File: src/hdl/gce_pkg.sv
// ----------------------------------------------------------------------------
// Gini coefficient engine package
// Shared sizes, word types and sequencer states for the engine.
// ----------------------------------------------------------------------------
package gce_pkg;

   // Store capacity and the widths that follow from it.
   localparam int MAX_VALUES = 256;
   localparam int ADDR_W     = $clog2(MAX_VALUES);
   localparam int CNT_W      = $clog2(MAX_VALUES + 1);
   localparam int VALUE_W    = 32;
   localparam int TOTAL_W    = VALUE_W + CNT_W;
   localparam int WEIGHT_W   = CNT_W + 1;
   localparam int DEN_W      = TOTAL_W + CNT_W;
   localparam int PROD_W     = TOTAL_W + WEIGHT_W;
   localparam int GINI_W     = 16;
   localparam int STEP_W     = $clog2(GINI_W + 1);

   localparam logic [GINI_W-1:0] GINI_SAT  = {GINI_W{1'b1}};
   localparam logic [GINI_W-1:0] GINI_ZERO = {GINI_W{1'b0}};

   // Input word: one sample and its end-of-set mark.
   typedef struct packed {
      logic [VALUE_W-1:0] sample_value;
      logic               last_flag;
   } req_word_type;

   // Result word.
   typedef struct packed {
      logic [GINI_W-1:0] gini_value;
      logic              failed;
      logic              overflow;
   } rsp_word_type;

   // Sequencer states.
   typedef enum logic [2:0] {
      ST_LOAD,
      ST_RANK,
      ST_MUL,
      ST_ACC,
      ST_DEN_MUL,
      ST_DEN_CHK,
      ST_DIV,
      ST_DONE
   } state_type;

endpackage

File: src/hdl/gce_divider.sv
// ----------------------------------------------------------------------------
// Gini engine fraction divider
// Restoring divider that forms floor(num * 2^16 / den), one bit per cycle.
// ----------------------------------------------------------------------------
module gce_divider
   import gce_pkg::*;
(
   input  logic              clock,
   input  logic              reset,
   input  logic              start,
   input  logic [DEN_W-1:0]  num,
   input  logic [DEN_W-1:0]  den,
   output logic              done,
   output logic [GINI_W-1:0] quotient
);

   logic              busy_ff, busy_in;
   logic              done_ff, done_in;
   logic [STEP_W-1:0] step_ff, step_in;
   logic [DEN_W:0]    rem_ff, rem_in;
   logic [DEN_W-1:0]  den_ff, den_in;
   logic [GINI_W-1:0] quo_ff, quo_in;
   logic [DEN_W:0]    shifted;
   logic [DEN_W:0]    diff;

   // One shift, compare and subtract step of the long division.
   always_comb begin
      shifted = {rem_ff[DEN_W-1:0], 1'b0};
      diff    = shifted - {1'b0, den_ff};
      busy_in = busy_ff;
      done_in = 1'b0;
      step_in = step_ff;
      rem_in  = rem_ff;
      den_in  = den_ff;
      quo_in  = quo_ff;
      if (start) begin
         busy_in = 1'b1;
         step_in = '0;
         rem_in  = {1'b0, num};
         den_in  = den;
         quo_in  = '0;
      end else if (busy_ff) begin
         if (shifted >= {1'b0, den_ff}) begin
            rem_in = diff;
            quo_in = {quo_ff[GINI_W-2:0], 1'b1};
         end else begin
            rem_in = shifted;
            quo_in = {quo_ff[GINI_W-2:0], 1'b0};
         end
         step_in = step_ff + STEP_W'(1);
         if (step_ff == STEP_W'(GINI_W - 1)) begin
            busy_in = 1'b0;
            done_in = 1'b1;
         end
      end
   end

   // Control registers.
   always_ff @(posedge clock) begin
      if (reset) begin
         busy_ff <= 1'b0;
         done_ff <= 1'b0;
      end else begin
         busy_ff <= busy_in;
         done_ff <= done_in;
      end
   end

   // Datapath registers.
   always_ff @(posedge clock) begin
      step_ff <= step_in;
      rem_ff  <= rem_in;
      den_ff  <= den_in;
      quo_ff  <= quo_in;
   end

   assign done     = done_ff;
   assign quotient = quo_ff;

endmodule

File: config.mk
export PLATFORM = sky130hd
export DESIGN_NAME = gce_divider
export DESIGN_NICKNAME = d
export VERILOG_FILES = /design/src/hdl/gce_pkg.sv /design/src/hdl/gce_divider.sv
export SDC_FILE = /design/constraint.sdc
export NUM_CORES = 1
export LEC_CHECK = 0
export BUFFER_PORTS_ARGS = -buffer_cell sky130_fd_sc_hd__buf_2
export CAP_MARGIN = 40
export CORE_ASPECT_RATIO = 0.6
export CORE_MARGIN = 2
export CORE_UTILIZATION = 45
export CTS_BUF_LIST = sky130_fd_sc_hd__clkbuf_2
export CTS_CLUSTER_DIAMETER = 60
export DETAILED_ROUTE_END_ITERATION = 10
export PLACE_DENSITY_LB_ADDON = 0.2
export SLEW_MARGIN = 40
export SYNTH_ARGS = -nofsm -noshare
export SYNTH_HDL_FRONTEND = slang
export SYNTH_SLANG_ARGS = --single-unit
export TNS_END_PERCENT = 20
File: constraint.sdc
create_clock -name clock -period 3.55 [get_ports clock]
set_input_delay 0.71 -clock clock [delete_from_list [all_inputs] [get_ports clock]]
set_output_delay 0.71 -clock clock [all_outputs]
set_load 0.01 [all_outputs]
==> results of run 1 <==
[cells by family (layout without fill, tap and decap cells)]
group,after synthesis,count (layout),synth area share (%)
compound gates,215,215,16.74
xor+xnor,46,46,4.908
fa+ha+maj,53,53,8.169
buf+inv,114,240,6.051
flops,123,123,42.19
mux,56,56,7.514
simple gates,239,239,14.43
[area by class of cell]
cell class | instances | area [sq um]
clock buffers | 17 | 85.08
clock inverters | 15 | 167.7
fillers | 1717 | 8631
inverters | 66 | 247.7
multi-input cells | 609 | 4257
flip-flops and latches | 123 | 3463
well taps | 240 | 300.3
repair buffers | 142 | 820.8
[routing by layer]
metal | vias up | GRT usage [%]
met5 | - | 0
met1 | 3141 | 34.64
li1 | 3312 | -
met2 | 223 | 27.99
met4 | 0 | 3.484
met3 | 13 | 4.847
[worst max-delay path by stage]
stage,end,from,depth (start not counted)
3_3_place_gp,rem_ff[6]$_DFFE_PP_,rem_ff[21]$_DFFE_PP_,10
2_1_floorplan,rem_ff[36]$_DFFE_PP_,rem_ff[43]$_DFFE_PP_,11
5_1_grt,rem_ff[4]$_DFFE_PP_,rem_ff[2]$_DFFE_PP_,10
6_report,rem_ff[47]$_DFFE_PP_,rem_ff[27]$_DFFE_PP_,10
4_1_cts,rem_ff[20]$_DFFE_PP_,rem_ff[3]$_DFFE_PP_,10
3_5_place_dp,rem_ff[6]$_DFFE_PP_,rem_ff[2]$_DFFE_PP_,10
[worst max-delay path, cell delays in order (launching register included)]
cell and delay, ps:
sky130_fd_sc_hd__edfxtp_1 480, sky130_fd_sc_hd__ha_1 410, sky130_fd_sc_hd__a21o_1 230, sky130_fd_sc_hd__a21o_1 170, sky130_fd_sc_hd__a21oi_1 220, sky130_fd_sc_hd__nand3_1 260, sky130_fd_sc_hd__nor4_4 320, sky130_fd_sc_hd__o21ai_4 160
sky130_fd_sc_hd__buf_4 180, sky130_fd_sc_hd__and2b_1 270, sky130_fd_sc_hd__a221o_1 370
[placed cells by master (no fill, tap or decap), types with 5 or more instances in the layout]
master / n
sky130_fd_sc_hd__buf_2: 118
sky130_fd_sc_hd__edfxtp_1: 100
sky130_fd_sc_hd__a21oi_1: 83
sky130_fd_sc_hd__nor2_1: 80
sky130_fd_sc_hd__inv_1: 66
sky130_fd_sc_hd__nand2_1: 55
sky130_fd_sc_hd__ha_1: 52
sky130_fd_sc_hd__mux2_2: 33
sky130_fd_sc_hd__o21ai_0: 29
sky130_fd_sc_hd__xnor2_1: 29
sky130_fd_sc_hd__nand4_1: 25
sky130_fd_sc_hd__a21o_1: 24
sky130_fd_sc_hd__dfxtp_1: 23
sky130_fd_sc_hd__mux2i_1: 20
sky130_fd_sc_hd__buf_4: 20
sky130_fd_sc_hd__xor2_1: 17
sky130_fd_sc_hd__clkbuf_2: 17
sky130_fd_sc_hd__nor3_1: 15
sky130_fd_sc_hd__nand3_1: 12
sky130_fd_sc_hd__a31oi_1: 10
sky130_fd_sc_hd__nand2b_1: 8
sky130_fd_sc_hd__o21bai_1: 8
sky130_fd_sc_hd__o31ai_1: 7
sky130_fd_sc_hd__a221o_1: 7
sky130_fd_sc_hd__nor3b_1: 7
sky130_fd_sc_hd__inv_6: 7
sky130_fd_sc_hd__and3_1: 6
sky130_fd_sc_hd__o211ai_1: 6
sky130_fd_sc_hd__a211oi_1: 6
sky130_fd_sc_hd__nor2b_1: 6
sky130_fd_sc_hd__o21ai_1: 5
[state kept, by name (all words and copies together), names as in the netlist]
signal and cells:
rem_ff 50, step_ff 5, den_ff 50, quotient 16, done 1, busy_ff 1
[metrics by stage]
step / power, mW / hold WS, ps / setup slack (ps)
2_1_floorplan: 4.766 / 456.3 / 742.3
3_3_place_gp: 5.580 / 464.9 / 214.0
3_5_place_dp: 5.601 / 470.1 / 122.0
4_1_cts: 6.619 / 47.12 / 88.37
5_1_grt: 7.157 / 21.47 / 56.43
6_report: 6.673 / 81.68 / 249.8
[power groups by stage]
stage / registers (mW) / clock network [mW] / logic (mW)
after floorplan: 2.05 / 0 / 2.72
after global placement: 2.09 / 0 / 3.49
after detailed placement: 2.09 / 0 / 3.51
after CTS: 2.06 / 1.01 / 3.54
after global routing: 2.10 / 1.08 / 3.98
final: 2.07 / 0.990 / 3.62
==> impl_summary.txt, run 1 <==
----------------------------------------------------
[Outcome]
  Run status ... completed

[STA]
  Min Clock Period, post-route ... roughly 3300 ps
  Final-report setup violation count ... 0
  Final worst path period share ... between 90% and 100%
  Achievable frequency ... approximately 300 MHz
  Clock Skew ... 68.06 ps
  Final Hold Fails ... 0
  Transition time at the pin with the least slew margin ... approximately 620 ps
  Unrepaired setup endpoints after global routing ... false
  Number of pins with negative max-slew slack in the final report ... 0
  Worst rel slew slack ... 58.37%
  Setup_tns ... 0 ps

[Min path]
  Cell depth of the worst min-delay path ... 1
  Hold Path Origin ... den[36]
  Hold/Removal Path Class ... in -> reg
  Hold EP ... den_ff[36]$_DFFE_PP_

[GRT]
  Maximum number of pins on one net before global-route repair ... a little over 80
  Vias in the first global route ... 6089
  GRT Residual Overflow ... 0
  First-pass GRT wire length ... ~32 mm
  Antenna violations before repair ... 0
  Total global-route track usage ... between 20% and 30%

[Clocking]
  CTS sink cnt ... between 100 and 150
  CTS tree ... yes
  Root buffer selected by CTS ... sky130_fd_sc_hd__clkbuf_2
  CTS max path bufs ... 2
  Worst-path clk slew ... 280 ps
  Worst skew pair latency ... around 770 ps
  # resized after CTS ... 0
  TritonCTS Buffers ... 17
  Count of H-tree levels built during CTS ... 4
  Count of hold-fix buffers inserted at cts ... 0
  Postcts setup bufs ... 0

[Cells and area]
  Post-route cell area ... 9341 sq um
  Ratio of cells with drive above 1 in the final layout ... between 20% and 30%
  Synthesis-to-finish area growth ... 13.79%
  Final standard cell utilization of the core ... about half
  Final antenna diode count ... 0
  Final net count ... between 1000 and 1500
  Final std cells w/o fill ... ~1200

[Route]
  Remaining number of nets flagged by the antenna check after routing ... 0
  Final Routed Wirelength ... between 20 and 25 mm
  Mean number of vias per cell ... approximately 5.5
  Avg WL per Cell ... roughly 17 microns
  Met2 wire length ... between 7 and 8 mm
  DR vias ... between 6000 and 7000
  Count of unresolved DRC violations after routing ... 0
  Number of optimization iterations in the first detailed-route pass ... 7
  Metal-1 WL ... between 10 and 15 mm
  Number of DRC markers in iteration 0 ... 580
  Routed wire length on met3 ... 1.417 mm
  Top metal layer carrying routed signals ... met4

[Logic synthesis]
  Distinct cell type count of the synthesized netlist ... 64
  Share of synthesized area occupied by flip-flops and latches ... 42.19%
  Post-synthesis net count ... 1002
  Number of synthesized register bits ... 123
  Most frequent cell after synthesis ... sky130_fd_sc_hd__edfxtp_1
  Portion of synthesized cell area occupied by the leading cell type ... between 30% and 40%
  Number of flops mapped to enable cells by yosys ... 100
  Most used flip-flop cell after synthesis ... sky130_fd_sc_hd__edfxtp_1
  Average cell area after synthesis ... 9.703 sq um
  Most numerous cell types in the synthesized netlist ... sky130_fd_sc_hd__edfxtp_1 (100), sky130_fd_sc_hd__a21oi_1 (83), sky130_fd_sc_hd__nor2_1 (80)
  FFs w/ async S/R, synth ... 0%
  Synth Warn # ... 0
  Top cell type by total area after synthesis ... sky130_fd_sc_hd__edfxtp_1
  Leading post-synthesis cells by cell area ... sky130_fd_sc_hd__edfxtp_1 (37%), sky130_fd_sc_hd__ha_1 (7.9%), sky130_fd_sc_hd__dfxtp_1 (5.6%)
  Number of instances in the synthesized netlist ... ~850
  Post-synth design cell area ... around 8200 sq um

[Critical path]
  Endpoint class of the critical path ... flop
  Worst Path Class, Setup ... reg -> reg
  WP data required ... roughly 4000 ps
  Startpoint of the worst-slack reg-to-reg timing path ... rem_ff[27]$_DFFE_PP_
  Critical path data arrival time ... around 3900 ps
  Reg-to-reg critical path endpoint ... rem_ff[47]$_DFFE_PP_
  Kind of launch point of the worst setup path ... flop
  Depth of the most critical reg-to-reg path ... 10
  Critical path fanouts, max ... 8
  Register-to-register setup slack ... roughly 250 ps

[Die]
  Width of the chip ... 178.4 microns
  Starting utilization of the core area ... between 40% and 50%
  Area of the die ... just under 20000 sq um
  I/O pin total ... 120
  Height of the die ... 108.6 microns
  Placeable Area ... between 15000 and 20000 sq um
  Number of rows in the core area ... 38

[Placement]
  Port Buf Inserts ... 119
  HPWL Detailed ... approximately 15 mm
  Placement Cell Area ... between 9000 and 10000 sq um
  Global placement routability congestion ... 0.8765
  Dpl cells ... 1177

[Power and ir drop]
  Leakage Power ... about 4.0 nW
  Reg power frac ... ~31%
  Switching part of the total ... between 40% and 50%
  Proportion of power drawn by combinational gates ... a little over half
  Switch Pwr ... 2.895 mW
  Internal power summed over all cells ... 3.778 mW
  Clock Power Share ... 14.8%
  Worst IR drop on VDD ... around 340 uV
  PD cells ... between 700 and 800 nW/um^2

[Flow run]
  Number of max-cap violations ... 0

----------------------------------------------------
Power figures use the tool's default switching activity.
==> run 2, diff against run 1 <==
- ABC_AREA: default -> 1
- CTS_CLUSTER_DIAMETER: 60 -> default
- clock period: 3.55 -> 3.85 ns (I/O delays scaled with it)
==> impl_summary.txt, run 2 <==
----------------------------------------------------
[Logic synthesis]
  Number of instances in the synthesized netlist ... 1528 (+81%)
  FFs w/ async S/R, synth ... 0% (unchanged)
  Number of synthesized register bits ... 123 (unchanged)
  Most used flip-flop cell after synthesis ... sky130_fd_sc_hd__edfxtp_1
  Top cell type by total area after synthesis ... sky130_fd_sc_hd__edfxtp_1
  Synth Warn # ... 0 (unchanged)
  Leading post-synthesis cells by cell area ... sky130_fd_sc_hd__edfxtp_1 (30%), sky130_fd_sc_hd__nand2_1 (21%), sky130_fd_sc_hd__inv_1 (14%)
  Post-synthesis net count ... 1684 (+68%)
  Most frequent cell after synthesis ... sky130_fd_sc_hd__nand2_1
  Most numerous cell types in the synthesized netlist ... sky130_fd_sc_hd__nand2_1 (560), sky130_fd_sc_hd__inv_1 (361), sky130_fd_sc_hd__nand3_1 (128)
  Number of flops mapped to enable cells by yosys ... 100 (unchanged)
  Portion of synthesized cell area occupied by the leading cell type ... 30.33% (-6.3 points)
  Share of synthesized area occupied by flip-flops and latches ... 34.98% (-7.2 points)
  Post-synth design cell area ... 9902 sq um (+21%)
  Average cell area after synthesis ... 6.480 sq um (-33%)
  Distinct cell type count of the synthesized netlist ... 39 (-39%)

[Cells and area]
  Most used cells in the layout excluding fill and tap cells ... sky130_fd_sc_hd__nand2_1 (560), sky130_fd_sc_hd__inv_1 (360), sky130_fd_sc_hd__nand3_1 (128)
  Ratio of cells with drive above 1 in the final layout ... 11.36% (-12 points)
  Most common cell after layout, fill and taps aside ... sky130_fd_sc_hd__nand2_1
  Final net count ... 1798 (+61%)
  Post-route cell area ... 11030 sq um (+18%)
  Final antenna diode count ... 0 (unchanged)
  Synthesis-to-finish area growth ... 11.38%

[Min path]
  Hold/Removal Path Class ... in -> reg
  Hold Path Origin ... reset
  Cell depth of the worst min-delay path ... 2 (+1)

[Clocking]
  Worst skew pair latency ... 780 ps (about the same)
  # resized after CTS ... 0 (unchanged)
  CTS sink cnt ... 123 (unchanged)
  CTS max path bufs ... 2 (unchanged)
  CTS tree ... yes
  TritonCTS Buffers ... 17 (unchanged)
  Count of hold-fix buffers inserted at cts ... 0 (unchanged)
  Root buffer selected by CTS ... sky130_fd_sc_hd__clkbuf_2
  Postcts setup bufs ... 0 (unchanged)
  Count of H-tree levels built during CTS ... 4 (unchanged)
  Worst-path clk slew ... 250 ps (-30 ps)

[Die]
  Area of the die ... 23250 sq um (+20%)
  Width of the chip ... 195.5 microns (+9.6%)
  I/O pin total ... 120 (unchanged)
  Starting utilization of the core area ... 46.51% (+0.84 points)
  Placeable Area ... 21290 sq um (+18%)
  Height of the die ... 118.9 microns (+9.5%)
  Number of rows in the core area ... 41 (+7.9%)

[Route]
  Final Routed Wirelength ... 32.44 mm (+61%)
  Remaining number of nets flagged by the antenna check after routing ... 0 (unchanged)
  DR vias ... 9690 (+45%)
  Number of optimization iterations in the first detailed-route pass ... 7 (unchanged)
  Number of DRC markers in iteration 0 ... 886 (+53%)
  Count of unresolved DRC violations after routing ... 0 (unchanged)
  Mean number of vias per cell ... 5.010 (-9.2%)
  Avg WL per Cell ... 16.77 microns (+0.88%)

[STA]
  Clock Skew ... 48.15 ps (-19.92 ps)
  Final worst path period share ... 82.66% (-10 points)
  Unrepaired setup endpoints after global routing ... false
  Setup_tns ... 0 ps (unchanged)
  Final Hold Fails ... 0 (unchanged)
  Transition time at the pin with the least slew margin ... 640.5 ps (+20.75 ps)
  Final-report setup violation count ... 0 (unchanged)
  Tightest hold margin ... 119.3 ps (+37.66 ps)
  Achievable frequency ... 314.2 MHz (+3.7%)
  Number of pins with negative max-slew slack in the final report ... 0 (unchanged)
  Worst rel slew slack ... 57.30% (-1.1 points)
  Min Clock Period, post-route ... 3182 ps (-117.8 ps)

[Critical path]
  Reg-to-reg critical path endpoint ... rem_ff[42]$_DFFE_PP_
  WP data required ... 4390 ps (+290 ps)
  Beginning of the critical path ... rem_ff[35]$_DFFE_PP_
  Cell class contributing the biggest share of worst-path delay ... simple AND/OR/NAND/NOR gates
  Crit path max-delay cell type ... sky130_fd_sc_hd__edfxtp_1
  Critical Path End ... rem_ff[42]$_DFFE_PP_
  Buffers & Inverters on Critical Path ... 4 (+3)
  Critical path fanouts, max ... 23 (+15)
  Register-to-register setup slack ... 670 ps (+420 ps)
  Critical path data arrival time ... 3730 ps (-120 ps)
  Cells along the critical path ... ha_1, nand2_1, nor2_2, inv_2, nor2_2, inv_1, nor2_1, a21oi_4, buf_8, nand3_2, buf_4, nand3_1, nand3_1, nand2_1
  Kind of launch point of the worst setup path ... flop
  Logic depth of the worst setup path including buffers ... 14 (+4)
  Startpoint of the worst-slack reg-to-reg timing path ... rem_ff[35]$_DFFE_PP_
  Longest individual stage delay on the worst path ... 450 ps (-30 ps)
  Depth of the most critical reg-to-reg path ... 14 (+4)
  Endpoint class of the critical path ... flop
  Worst Path Class, Setup ... reg -> reg

[GRT]
  Antenna violations before repair ... 0 (unchanged)
  Total global-route track usage ... 28.58% (+7.4 points)
  First-pass GRT wire length ... 50.45 mm (+59%)
  Vias in the first global route ... 8685 (+43%)
  Maximum number of pins on one net before global-route repair ... 53 (-35%)
  GRT Residual Overflow ... 0 (unchanged)

[Placement]
  Placement Cell Area ... 10770 sq um (+19%)
  Port Buf Inserts ... 119 (unchanged)
  HPWL Detailed ... 26.09 mm (+74%)
  Global placement routability congestion ... 0.9806 (+12%)

[Power and ir drop]
  Proportion of power drawn by combinational gates ... 51.1% (-3.1 points)
  Internal power summed over all cells ... 2.888 mW (-24%)
  Switch Pwr ... 2.592 mW (-10%)
  Leakage Power ... 6.153 nW (+53%)
  Clock Power Share ... 16.8% (+2.0 points)
  Worst IR drop on VDD ... 246.8 uV (-27%)
  PD cells ... 496.9 nW/um^2 (-30%)
  Reg power frac ... 32.0% (+1.1 points)
  Switching part of the total ... 47.30% (+3.9 points)

[Flow run]
  Number of max-cap violations ... 0 (unchanged)

[Outcome]
  Run status ... completed

----------------------------------------------------
## run 2: worst register-to-register path: cells and delay by family (launching register included)
kind                       cells  cell delay (ps)
AOI/OAI and AO/OA              1              200
DFF                            1              450
buffers and inverters          4              670
and+or+nand+nor                8             1230
adders and majority gates      1              400
## run 2: power by group through the flow
stage | Combinational [mW] | Sequential, mW | Clock [mW]
5_1_grt | 3.14 | 1.77 | 1.00
6_report | 2.80 | 1.75 | 0.923
3_5_place_dp | 2.73 | 1.78 | 0
2_1_floorplan | 1.94 | 1.75 | 0
4_1_cts | 2.75 | 1.75 | 0.943
3_3_place_gp | 2.72 | 1.77 | 0
## run 2: cell type report
| cell class | count | area (sq um) |
|---|---|---|
| fillers | 2235 | 10260 |
| multi-input cells | 1000 | 4871 |
| flip-flops and latches | 123 | 3463 |
| inverters | 370 | 1389 |
| repair buffers | 130 | 700.7 |
| well taps | 279 | 349.1 |
| clock inverters | 15 | 171.4 |
| clock buffers | 17 | 85.08 |
## run 2: logic make-up after synthesis
kind of cell	synth area share, %
simple gates	36.73
compound gates	3.488
flops	34.98
buf+inv	15.91
xor+xnor	2.123
fa+ha+maj	6.773
## run 2: stage by stage
| stage | power, mW | utilization [%] | cells | setup WS (ps) |
|---|---|---|---|---|
| finish | 5.480 | 51.81 | 1934 | 667.6 |
| global route | 5.919 | 51.81 | 1934 | 476.4 |
| CTS | 5.445 | 51.81 | 1934 | 751.3 |
| detailed placement | 4.512 | 50.60 | 1902 | 795.6 |
| global placement | 4.489 | 50.53 | 1901 | 646.3 |
| floorplan | 3.692 | - | 1528 | 635.8 |
## run 2: metal layers
metal | global-route usage, % | up-vias | wire length [microns]
met3 | 5.692 | 19 | 3025
met1 | 49.36 | 4343 | 18050
met5 | 0 | - | 0
met2 | 34.98 | 391 | 11150
li1 | - | 4937 | -
met4 | 4.198 | 0 | 214
## run 2: worst min path at each step
stage               slack, ps                         to
floorplan                 460    step_ff[4]$_SDFFE_PP0P_
global placement          440  quotient[15]$_SDFFE_PP0P_
global route               50         busy_ff$_SDFF_PP0_
CTS                        70         busy_ff$_SDFF_PP0_
finish                    120         busy_ff$_SDFF_PP0_
detailed placement        450  quotient[15]$_SDFFE_PP0P_
